$ cat config.mk
export PLATFORM = sky130hd
export DESIGN_NAME = utf8_decoder_mark_classifier
export DESIGN_NICKNAME = d
export VERILOG_FILES = /design/src/rtl/utf8dmc_pkg.sv /design/src/rtl/utf8_decoder_mark_classifier.sv
export SDC_FILE = /design/constraint.sdc
export NUM_CORES = 1
export LEC_CHECK = 0
export BUFFER_PORTS_ARGS = -buffer_cell sky130_fd_sc_hd__buf_2
export CAP_MARGIN = 20
export CORE_ASPECT_RATIO = 1.75
export CORE_MARGIN = 2
export CORE_UTILIZATION = 45
export DETAILED_ROUTE_END_ITERATION = 8
export HOLD_SLACK_MARGIN = 0.12
export PLACE_DENSITY = 0.66
export SLEW_MARGIN = 5
export SYNTH_ARGS = -nofsm -noshare
export SYNTH_HDL_FRONTEND = slang
export SYNTH_SLANG_ARGS = --single-unit
$ cat constraint.sdc
create_clock -name clock -period 8.3 [get_ports clock]
set_clock_uncertainty 0.1 [all_clocks]
set_input_delay 0 -clock clock [delete_from_list [all_inputs] [get_ports clock]]
set_output_delay 0 -clock clock [all_outputs]
set_load 0.03 [all_outputs]
$ cat src/rtl/utf8dmc_pkg.sv
// Shared definitions for the UTF-8 decoder and mark classifier.
// Holds the result status codes, smallest legal values and the mark test.
// Depends on nothing; used by the top level and its checker.
`default_nettype none

package utf8dmc_pkg;

   localparam int CpWidth = 21;

   typedef logic [CpWidth-1:0] cp_type;
   typedef logic [2:0]         status_type;

   localparam status_type ST_OK       = 3'd0;
   localparam status_type ST_BAD_LEAD = 3'd1;
   localparam status_type ST_BAD_CONT = 3'd2;
   localparam status_type ST_OVERLONG = 3'd3;
   localparam status_type ST_TRUNC    = 3'd4;

   // Smallest legal value for each sequence length.
   localparam cp_type MIN_TWO   = 21'h00080;
   localparam cp_type MIN_THREE = 21'h00800;
   localparam cp_type MIN_FOUR  = 21'h10000;

   localparam cp_type COMB_LOW  = 21'h00300;
   localparam cp_type COMB_HIGH = 21'h0036F;

   function automatic logic mark_test(input cp_type cp);
      logic hit;
      begin
         case (cp)
            21'h00020, 21'h00009, 21'h0000D, 21'h0000A,
            21'h0002F, 21'h0005B, 21'h0005D, 21'h00028, 21'h00029,
            21'h0007B, 21'h0007D, 21'h0002E, 21'h0002D, 21'h0007C,
            21'h002C8, 21'h002CC, 21'h002D0, 21'h002D1, 21'h02016: hit = 1'b1;
            default: hit = (cp >= COMB_LOW) && (cp <= COMB_HIGH);
         endcase
         return hit;
      end
   endfunction

endpackage

`default_nettype wire

$ cat src/rtl/utf8_decoder_mark_classifier.sv
// Top level of the UTF-8 decoder with transcription mark classifier.
// Depends on utf8dmc_pkg for status codes, value limits and the mark test.
//
//   channel | dir | tdata                                    | tuser      | tlast
//   req     | in  | [7:0] text_byte                          | -          | end_of_text
//   rsp     | out | [20:0] code_point, [23:21] byte_count,   | [2:0]      | last_result
//           |     | [24] is_mark, [31:25] zero               | status     |
//
// One byte is taken every cycle while no stalled result holds back the input register.
// The byte goes to an input register, is decoded against the sequence state
// in one pass and the result is written to the output register.
// Reset is synchronous and clears the sequence state and both valid flags.
// A stalled result register holds its transfer and holds back the input register.
`default_nettype none

module utf8_decoder_mark_classifier
   import utf8dmc_pkg::*;
(
   input  wire logic        clock,
   input  wire logic        reset,
   input  wire logic        req_tvalid,
   output logic             req_tready,
   input  wire logic [7:0]  req_tdata,   // [7:0] text_byte
   input  wire logic        req_tlast,
   output logic             rsp_tvalid,
   input  wire logic        rsp_tready,
   output logic [31:0]      rsp_tdata,   // [20:0] code_point, [23:21] byte_count,
                                         // [24] is_mark, [31:25] zero
   output logic [2:0]       rsp_tuser,   // [2:0] status
   output logic             rsp_tlast
);

   // Input register.
   logic       in_valid_ff, in_valid_in;
   logic [7:0] in_byte_ff;
   logic       in_last_ff;

   // Sequence state.
   logic [1:0] remain_ff, remain_in;
   cp_type     acc_ff, acc_in;
   logic [2:0] seq_len_ff, seq_len_in;
   logic       rejected_ff, rejected_in;

   // Result register.
   logic       rsp_valid_ff, rsp_valid_in;
   cp_type     rsp_cp_ff;
   logic [2:0] rsp_count_ff;
   logic       rsp_mark_ff;
   status_type rsp_status_ff;
   logic       rsp_last_ff;

   logic       out_free;
   logic       take;
   logic       emit;
   logic       fail;
   status_type err_code;
   cp_type     ok_cp;
   logic [2:0] ok_count;
   cp_type     acc_shift;
   logic [1:0] remain_dec;
   logic       lead_two, lead_three, lead_four;

   assign out_free   = !rsp_valid_ff || rsp_tready;
   assign take       = in_valid_ff && out_free;
   assign req_tready = !in_valid_ff || out_free;

   assign lead_two   = (in_byte_ff[7:5] == 3'b110);
   assign lead_three = (in_byte_ff[7:4] == 4'b1110);
   assign lead_four  = (in_byte_ff[7:3] == 5'b11110);
   assign acc_shift  = {acc_ff[CpWidth-7:0], in_byte_ff[5:0]};
   assign remain_dec = remain_ff - 2'd1;

   always_comb begin
      in_valid_in = in_valid_ff;
      if (req_tvalid && req_tready) begin
         in_valid_in = 1'b1;
      end else if (take) begin
         in_valid_in = 1'b0;
      end
   end

   always_comb begin
      remain_in   = remain_ff;
      acc_in      = acc_ff;
      seq_len_in  = seq_len_ff;
      rejected_in = rejected_ff;
      emit        = 1'b0;
      fail        = 1'b0;
      err_code    = ST_OK;
      ok_cp       = '0;
      ok_count    = '0;
      if (take) begin
         if (rejected_ff) begin
            // Drop everything up to and including the end of the text.
            if (in_last_ff) begin
               rejected_in = 1'b0;
               remain_in   = '0;
               acc_in      = '0;
               seq_len_in  = '0;
            end
         end else if (remain_ff == 2'd0) begin
            if (!in_byte_ff[7]) begin
               emit     = 1'b1;
               ok_cp    = {{(CpWidth-8){1'b0}}, in_byte_ff};
               ok_count = 3'd1;
            end else if (!(lead_two || lead_three || lead_four)) begin
               fail     = 1'b1;
               err_code = ST_BAD_LEAD;
            end else if (in_last_ff) begin
               fail     = 1'b1;
               err_code = ST_TRUNC;
            end else if (lead_two) begin
               seq_len_in = 3'd2;
               remain_in  = 2'd1;
               acc_in     = {{(CpWidth-5){1'b0}}, in_byte_ff[4:0]};
            end else if (lead_three) begin
               seq_len_in = 3'd3;
               remain_in  = 2'd2;
               acc_in     = {{(CpWidth-4){1'b0}}, in_byte_ff[3:0]};
            end else begin
               seq_len_in = 3'd4;
               remain_in  = 2'd3;
               acc_in     = {{(CpWidth-3){1'b0}}, in_byte_ff[2:0]};
            end
         end else if (in_last_ff && (remain_ff > 2'd1)) begin
            fail     = 1'b1;
            err_code = ST_TRUNC;
         end else if (in_byte_ff[7:6] != 2'b10) begin
            fail     = 1'b1;
            err_code = ST_BAD_CONT;
         end else if (remain_dec != 2'd0) begin
            acc_in    = acc_shift;
            remain_in = remain_dec;
         end else if (((seq_len_ff == 3'd2) && (acc_shift < MIN_TWO)) ||
                      ((seq_len_ff == 3'd3) && (acc_shift < MIN_THREE)) ||
                      ((seq_len_ff == 3'd4) && (acc_shift < MIN_FOUR))) begin
            fail     = 1'b1;
            err_code = ST_OVERLONG;
         end else begin
            emit       = 1'b1;
            ok_cp      = acc_shift;
            ok_count   = seq_len_ff;
            remain_in  = '0;
            acc_in     = '0;
            seq_len_in = '0;
         end

         if (fail) begin
            emit        = 1'b1;
            remain_in   = '0;
            acc_in      = '0;
            seq_len_in  = '0;
            rejected_in = !in_last_ff;
         end
      end
   end

   always_comb begin
      rsp_valid_in = rsp_valid_ff;
      if (take && emit) begin
         rsp_valid_in = 1'b1;
      end else if (rsp_tready) begin
         rsp_valid_in = 1'b0;
      end
   end

   always_ff @(posedge clock) begin
      if (reset) begin
         in_valid_ff  <= 1'b0;
         remain_ff    <= '0;
         acc_ff       <= '0;
         seq_len_ff   <= '0;
         rejected_ff  <= 1'b0;
         rsp_valid_ff <= 1'b0;
      end else begin
         in_valid_ff  <= in_valid_in;
         remain_ff    <= remain_in;
         acc_ff       <= acc_in;
         seq_len_ff   <= seq_len_in;
         rejected_ff  <= rejected_in;
         rsp_valid_ff <= rsp_valid_in;
      end
   end

   always_ff @(posedge clock) begin
      if (req_tvalid && req_tready) begin
         in_byte_ff <= req_tdata;
         in_last_ff <= req_tlast;
      end
      if (take && emit) begin
         rsp_cp_ff     <= ok_cp;
         rsp_count_ff  <= ok_count;
         rsp_mark_ff   <= !fail && mark_test(ok_cp);
         rsp_status_ff <= err_code;
         rsp_last_ff   <= in_last_ff;
      end
   end

   assign rsp_tvalid = rsp_valid_ff;
   assign rsp_tdata  = {7'd0, rsp_mark_ff, rsp_count_ff, rsp_cp_ff};
   assign rsp_tuser  = rsp_status_ff;
   assign rsp_tlast  = rsp_last_ff;

endmodule

`default_nettype wire

==> impl_metrics.ini, run 1 <==
[timing]
setup_slack_ps = 5180
maxSlewViolCount = 0
fmax_ghz = 0.320
final.min_clock_period_ps = 3120
finalSetupViolations = 0
worst_pin_slew_ps = 873
fin_setup_tns_ps = 0
finalCritPeriodShare_pct = 37.6
hold_viol = 0
rsz0062_at_grt = false
max-slew-margin-rel_pct = 41.6

[critical_path]
start_kind = register
r2r_start = remain_ff[1]
crit_start = remain_ff[1]
crit_required_ps = 8200
worst_setup_path_end_kind = register
crit_fanout = 29
path_class = reg -> reg
critical_path_arrival_ps = 3030

[final_layout]
final_common_cell = buf_2
drive_gt1_share_pct = 21.1
antenna_cells = 0
final_cell_mix = 43 x buf_2, 38 x edfxtp_1, 23 x dfxtp_1
final_nets = 332
fillers = 566
finalNonFillerCells = 402
area_delta_synth_final_pct = 19.4
final_core_util_pct = 55.7

[die]
io_pins = 51
fp.dieArea_sq_mm = 0.00709
start_util_pct = 46.7
placeableCoreArea_sq_mm = 0.00618
rows = 38
die-height_um = 110
die_width_um = 64.5

[detailed_routing]
routedWlPerCell_um = 16.1
vias = 2217
firstDrtPassIters = 5
avgViaCountPerCell = 5.51
detail-route-antenna-nets = 0
drt_iter0_drc = 103
wl_mm = 6.47
drcViolationCount = 0

[yosys]
ys_top_cells_by_area = edfxtp_1 40%, dfxtp_1 16%, and3_1 3.5%
async_flop_share_pct = 0
synth_edf_count = 38
syn_area_sq_mm = 0.00289
synth-main-ff-cell = edfxtp_1
ys_warn_count = 0
synth.distinct_cells = 59
synth_top_cell_area_share_pct = 39.5
ys_seq_elements = 61
synth_top_cell_by_area = edfxtp_1
syn_inst = 262
synth.avg_cell_area_sq_um = 11.0
yosysSeqAreaShare_pct = 55.5

[power]
finalPower_mw = 0.672
cell_internal_pwr_mw = 0.506
cellPowerDensity_mw_per_mm2 = 195
p_comb_share_pct = 11.3
p_seq_share_pct = 51.3
clkPwrFrac_pct = 37.4
swShare_pct = 24.7
leakagePower_nw = 1.37
ir_drop_uv = 172
p_sw_mw = 0.166

[placed_design]
io_buffers = 43
placedCellCount = 372
gp_congestion = 0.961
dp_hpwl_mm = 4.54
dpl_worst_slack_ps = 5250

[min_path]
holdCritStartpoint = req_tdata[2]
hold_class = in -> reg

[global_route]
grt_antenna_before_repair = 0
grt_pass1_vias = 2201
grt_overflow = 0
grt_pass1_wl_mm = 10.6
grt.total_usage_pct = 20.3
grt_max_degree = 30

[cts]
cts-root-buf = clkbuf_8
clock_sinks = 61
tritoncts = built
htree_levels = 3
clk_pin_slew_ps = 60
clk_path_buf_depth = 2
numCtsBuffers = 9
clk_latency_ps = 340

[outcome]
status = finished clean

[job]
maxCapViolations = 0
kinds of logic after synthesis:
| logic type | share of synthesized area, % |
|---|---|
| AO/OA/AOI/OAI | 14.9 |
| XOR/XNOR | 0.607 |
| adder cells (fa/ha/maj) | 0.867 |
| buffers and inverters | 4.51 |
| flip-flops | 55.5 |
| multiplexers | 0.347 |
| other | 0.130 |
| AND/OR/NAND/NOR | 23.1 |
registers in the layout, summed over array words and instances (netlist names):
signal	flops
rsp_cp_ff	21
acc_ff	15
in_byte_ff	8
rsp_count_ff	3
rsp_tuser	3
seq_len_ff	3
remain_ff	2
in_last_ff	1
in_valid_ff	1
rejected_ff	1
rsp_mark_ff	1
rsp_tlast	1
rsp_tvalid	1
metal layers:
layer	GRT usage, %	up-vias	wire length, um	part of all wire [%]
li1	-	1081	-	-
met1	21.1	1052	2410	37
met2	36.7	71	3650	56
met3	4.71	13	281	4.3
met4	12.0	0	123	1.9
met5	0	-	0	0
synthesized netlist by cell type, types with 2 or more instances:
| library cell | number |
|---|---|
| a21oi_1 | 14 |
| a22o_1 | 11 |
| a32o_1 | 2 |
| a32oi_1 | 2 |
| and2_1 | 11 |
| and3_1 | 16 |
| buf_2 | 2 |
| buf_4 | 8 |
| clkbuf_1 | 10 |
| dfxtp_1 | 23 |
| edfxtp_1 | 38 |
| ha_1 | 2 |
| inv_1 | 3 |
| nand2_1 | 19 |
| nand2b_1 | 6 |
| nand3_1 | 6 |
| nand3b_1 | 3 |
| nand4_1 | 3 |
| nor2_1 | 19 |
| nor2b_1 | 6 |
| nor3_1 | 6 |
| nor3b_1 | 4 |
| nor4_1 | 3 |
| nor4b_1 | 2 |
| o211a_1 | 2 |
| o211ai_1 | 3 |
| o21ai_0 | 5 |
| or4_1 | 2 |
stage by stage:
stage          area, sq um  hold slack [ps]
2_1_floorplan         2910            -1.13
3_3_place_gp          3120             76.7
3_5_place_dp          3120             78.1
4_1_cts               3450              242
5_1_grt               3450              272
6_report              3450              267
timing repair:
action	CTS	global route
hold endpoints to repair	21	0
setup buffers	0	0
resized for setup	0	0
hold buffers	14	0
area by class of cell:
| class | instances | area [sq um] | share of cell area (%) |
|---|---|---|---|
| sequential | 61 | 1600 | 46.5 |
| timing repair buffer | 59 | 370 | 10.7 |
| clock inverter | 2 | 33.8 | 0.980 |
| tap | 80 | 100 | 2.90 |
| clock buffer | 14 | 153 | 4.43 |
| inverter | 3 | 11.3 | 0.327 |
| multi-input combinational | 183 | 1180 | 34.1 |
final timing paths:
path / depth (start not counted) / endpoint / slack [ps]
worst max-delay path: 8 / rsp_cp_ff[9] / 5180
worst min-delay path: 2 / in_byte_ff[2] / 270
worst max register to register: 8 / rsp_cp_ff[9] / 5180
worst min register to register: 2 / acc_ff[9] / 400
power groups by stage:
stage | sequential [mW] | clock [mW] | combinational (mW)
4_1_cts | 0.345 | 0.256 | 0.0756
3_5_place_dp | 0.351 | 0 | 0.0703
3_3_place_gp | 0.351 | 0 | 0.0699
2_1_floorplan | 0.358 | 0 | 0.0451
5_1_grt | 0.347 | 0.268 | 0.0827
6_report | 0.345 | 0.252 | 0.0759
critical path, cell delays in order, from the launching register on:
cell       delay [ps]
dfxtp_1           400
inv_1             110
ha_1              350
and4bb_2          450
nand2_1            80
o2bb2ai_2         560
and2_1            270
nand2b_1          120
buf_4             340
No activity file was read; power rests on OpenSTA's default activity.
==> run 2, diff against run 1 <==
Settings changed: ABC_AREA set to 1, PLACE_DENSITY 0.66 to 0.68.
Clock period 8.3 ns to 2.76 ns, I/O delays scaled along.
==> impl_metrics.ini, run 2 <==
[cts]
htree_levels = 3
tritoncts = built
numCtsBuffers = 9
cts-root-buf = clkbuf_16
clk_latency_ps = 330
clock_sinks = 61
clk_pin_slew_ps = 50
clk_path_buf_depth = 2

[yosys]
synthSimpleGateAreaFrac_pct = 28.4
yosysMostFrequentCell = nand2_1
synth_top_cell_area_share_pct = 35.6
synth_fa_ha_area_share_pct = 0.781
synth_top_family_by_area = simple AND/OR/NAND/NOR gates
synth-main-ff-cell = edfxtp_1
synthXorXnorAreaFrac_pct = 0
synth.distinct_cells = 36
ys_seq_elements = 61
synth_compound_area_share_pct = 10.2
ys_warn_count = 0
yosysSeqAreaShare_pct = 50.0
ys_top_cells_by_count = 59 x nand2_1, 56 x inv_1, 48 x nor2_1
synth_mux_area_share_pct = 0
synth.avg_cell_area_sq_um = 8.39
ys_top_cells_by_area = edfxtp_1 36%, dfxtp_1 14%, nand2_1 6.9%
syn_area_sq_mm = 0.00320
syn_inst = 382
synth_top_cell_by_area = edfxtp_1
async_flop_share_pct = 0
synth_edf_count = 38

[job]
maxCapViolations = 0

[placed_design]
gp_congestion = 0.931
placedCellCount = 504
dpl_worst_slack_ps = 157
dpl_cell_area_sq_mm = 0.00349
io_buffers = 43
dp_hpwl_mm = 5.80

[power]
finalPower_mw = 2.65
ir_drop_uv = 430
cell_internal_pwr_mw = 1.95
p_seq_share_pct = 40.2
clkPwrFrac_pct = 44.9
p_comb_share_pct = 15.0
leakagePower_nw = 1.66
p_sw_mw = 0.700
swShare_pct = 26.4
cellPowerDensity_mw_per_mm2 = 666

[die]
start_util_pct = 46.7
io_pins = 51
die-height_um = 116
die_width_um = 67.8
fp.dieArea_sq_mm = 0.00784
placeableCoreArea_sq_mm = 0.00686
rows = 40

[min_path]
hold_class = in -> reg

[critical_path]
crit_fanout = 22
slowest_delay_ps = 350
cpMostUsedCell = inv_1
critPathBufInv = 5
worst_setup_path_end_kind = register
crit_path_top_delay_cell = ha_1
start_kind = register
critical_path_arrival_ps = 2510
crit_required_ps = 2750
crit_family = buffers and inverters
path_cells = inv_1 -> ha_1 -> nor3_2 -> clkinv_1 -> o31ai_1 -> nor2_1 -> a21boi_2 -> inv_1 -> o21ai_0 -> inv_1 -> buf_12
path_class = reg -> reg

[timing]
finalSetupViolations = 0
fin_setup_tns_ps = 0
maxSlewViolCount = 0
finalCritPeriodShare_pct = 91.5
setup_slack_ps = 234
max-slew-margin-rel_pct = 56.8
final.min_clock_period_ps = 2530
hold_viol = 0
worst_pin_slew_ps = 641
fmax_ghz = 0.396

[detailed_routing]
wl_mm = 7.82
avgViaCountPerCell = 5.07
firstDrtPassIters = 5
drcViolationCount = 0
routedWlPerCell_um = 14.6
drt_iter0_drc = 197
vias = 2718
detail-route-antenna-nets = 0

[final_layout]
drive_gt1_share_pct = 22.3
antenna_cells = 0
final_nets = 462
area_delta_synth_final_pct = 24.1
final_cell_area_sq_mm = 0.00398
largest_reg_flops = 21
final_common_cell = nand2_1
finalNonFillerCells = 536
fillers = 632
largest_register = rsp_cp_ff
reg.largest.list = rsp_cp_ff x21, acc_ff x15, in_byte_ff x8
final_cell_mix = 59 x nand2_1, 55 x inv_1, 47 x nor2_1

[outcome]
status = finished clean

[global_route]
grt.total_usage_pct = 22.4
grt_antenna_before_repair = 0
grt_max_degree = 24
grt_overflow = 0
grt_pass1_wl_mm = 12.7
grt_pass1_vias = 2738
[run 2: cell count changes after synthesis, moves of 7 or more]
cell	change
inv_1	+53
nand2_1	+40
nor2_1	+29
nand3_1	+20
o21ai_0	+17
and3_1	-16
a21oi_1	+14
a22o_1	-11
and2_1	-11
nor3_1	+10
clkbuf_1	-9
inv_2	+7
[run 2: metal layers]
| layer | GRT usage, % | vias up | part of all wire [%] |
|---|---|---|---|
| met4 | 13.2 | 0 | 4.4 |
| met3 | 4.47 | 22 | 3.7 |
| met2 | 40.6 | 76 | 57 |
| li1 | - | 1373 | - |
| met1 | 22.8 | 1247 | 35 |
| met5 | 0 | - | 0 |
[run 2: what timing repair did]
action,CTS,global route
gates resized for setup,0,5
hold endpoints to repair,16,0
setup endpoints to repair,0,14
hold buffers,14,0
setup buffers,0,2
[run 2: cell families after synthesis]
kind of cell	after synthesis
fa+ha+maj	2
other cells	1
compound gates	61
flops	61
buf+inv	79
simple gates	178
[run 2: worst reg2reg max path, stage by stage, from the launching register on]
cell and delay (ps):
dfxtp_1 320, inv_1 100, ha_1 350, nor3_2 110, clkinv_1 80, o31ai_1 60, nor2_1 180, a21boi_2 290
inv_1 120, o21ai_0 240, inv_1 140, buf_12 180
[run 2: cell type report]
class,count,area [sq um],area share (%)
multi-input combinational,248,1300,32.6
clock inverter,6,76.3,1.92
tap,84,105,2.64
timing repair buffer,62,409,10.3
inverter,65,246,6.20
clock buffer,10,239,6.01
sequential,61,1600,40.3
[run 2: path summary, 6_finish.rpt]
path                     start            end  slack (ps)  cells after the start
setup / recovery  remain_ff[1]   rsp_cp_ff[9]         230                     11
hold / removal    req_tdata[7]  in_byte_ff[7]         280                      2
setup reg to reg  remain_ff[1]   rsp_cp_ff[9]         230                     11
hold reg to reg      acc_ff[4]      acc_ff[4]         370                      2
[run 2: power by group through the flow]
stage / combinational (mW) / sequential, mW / clock [mW]
2_1_floorplan: 0.229 / 1.13 / 0
3_3_place_gp: 0.370 / 1.08 / 0
3_5_place_dp: 0.373 / 1.08 / 0
4_1_cts: 0.390 / 1.06 / 1.20
5_1_grt: 0.436 / 1.07 / 1.25
6_report: 0.396 / 1.06 / 1.19
[run 2: per-stage QoR]
step | util, % | hold slack [ps]
after CTS | 57.6 | 263
after floorplan | - | -1.13
after global placement | 50.9 | 77.2
after global routing | 58.0 | 275
final | 58.0 | 275
after detailed placement | 50.9 | 78.5
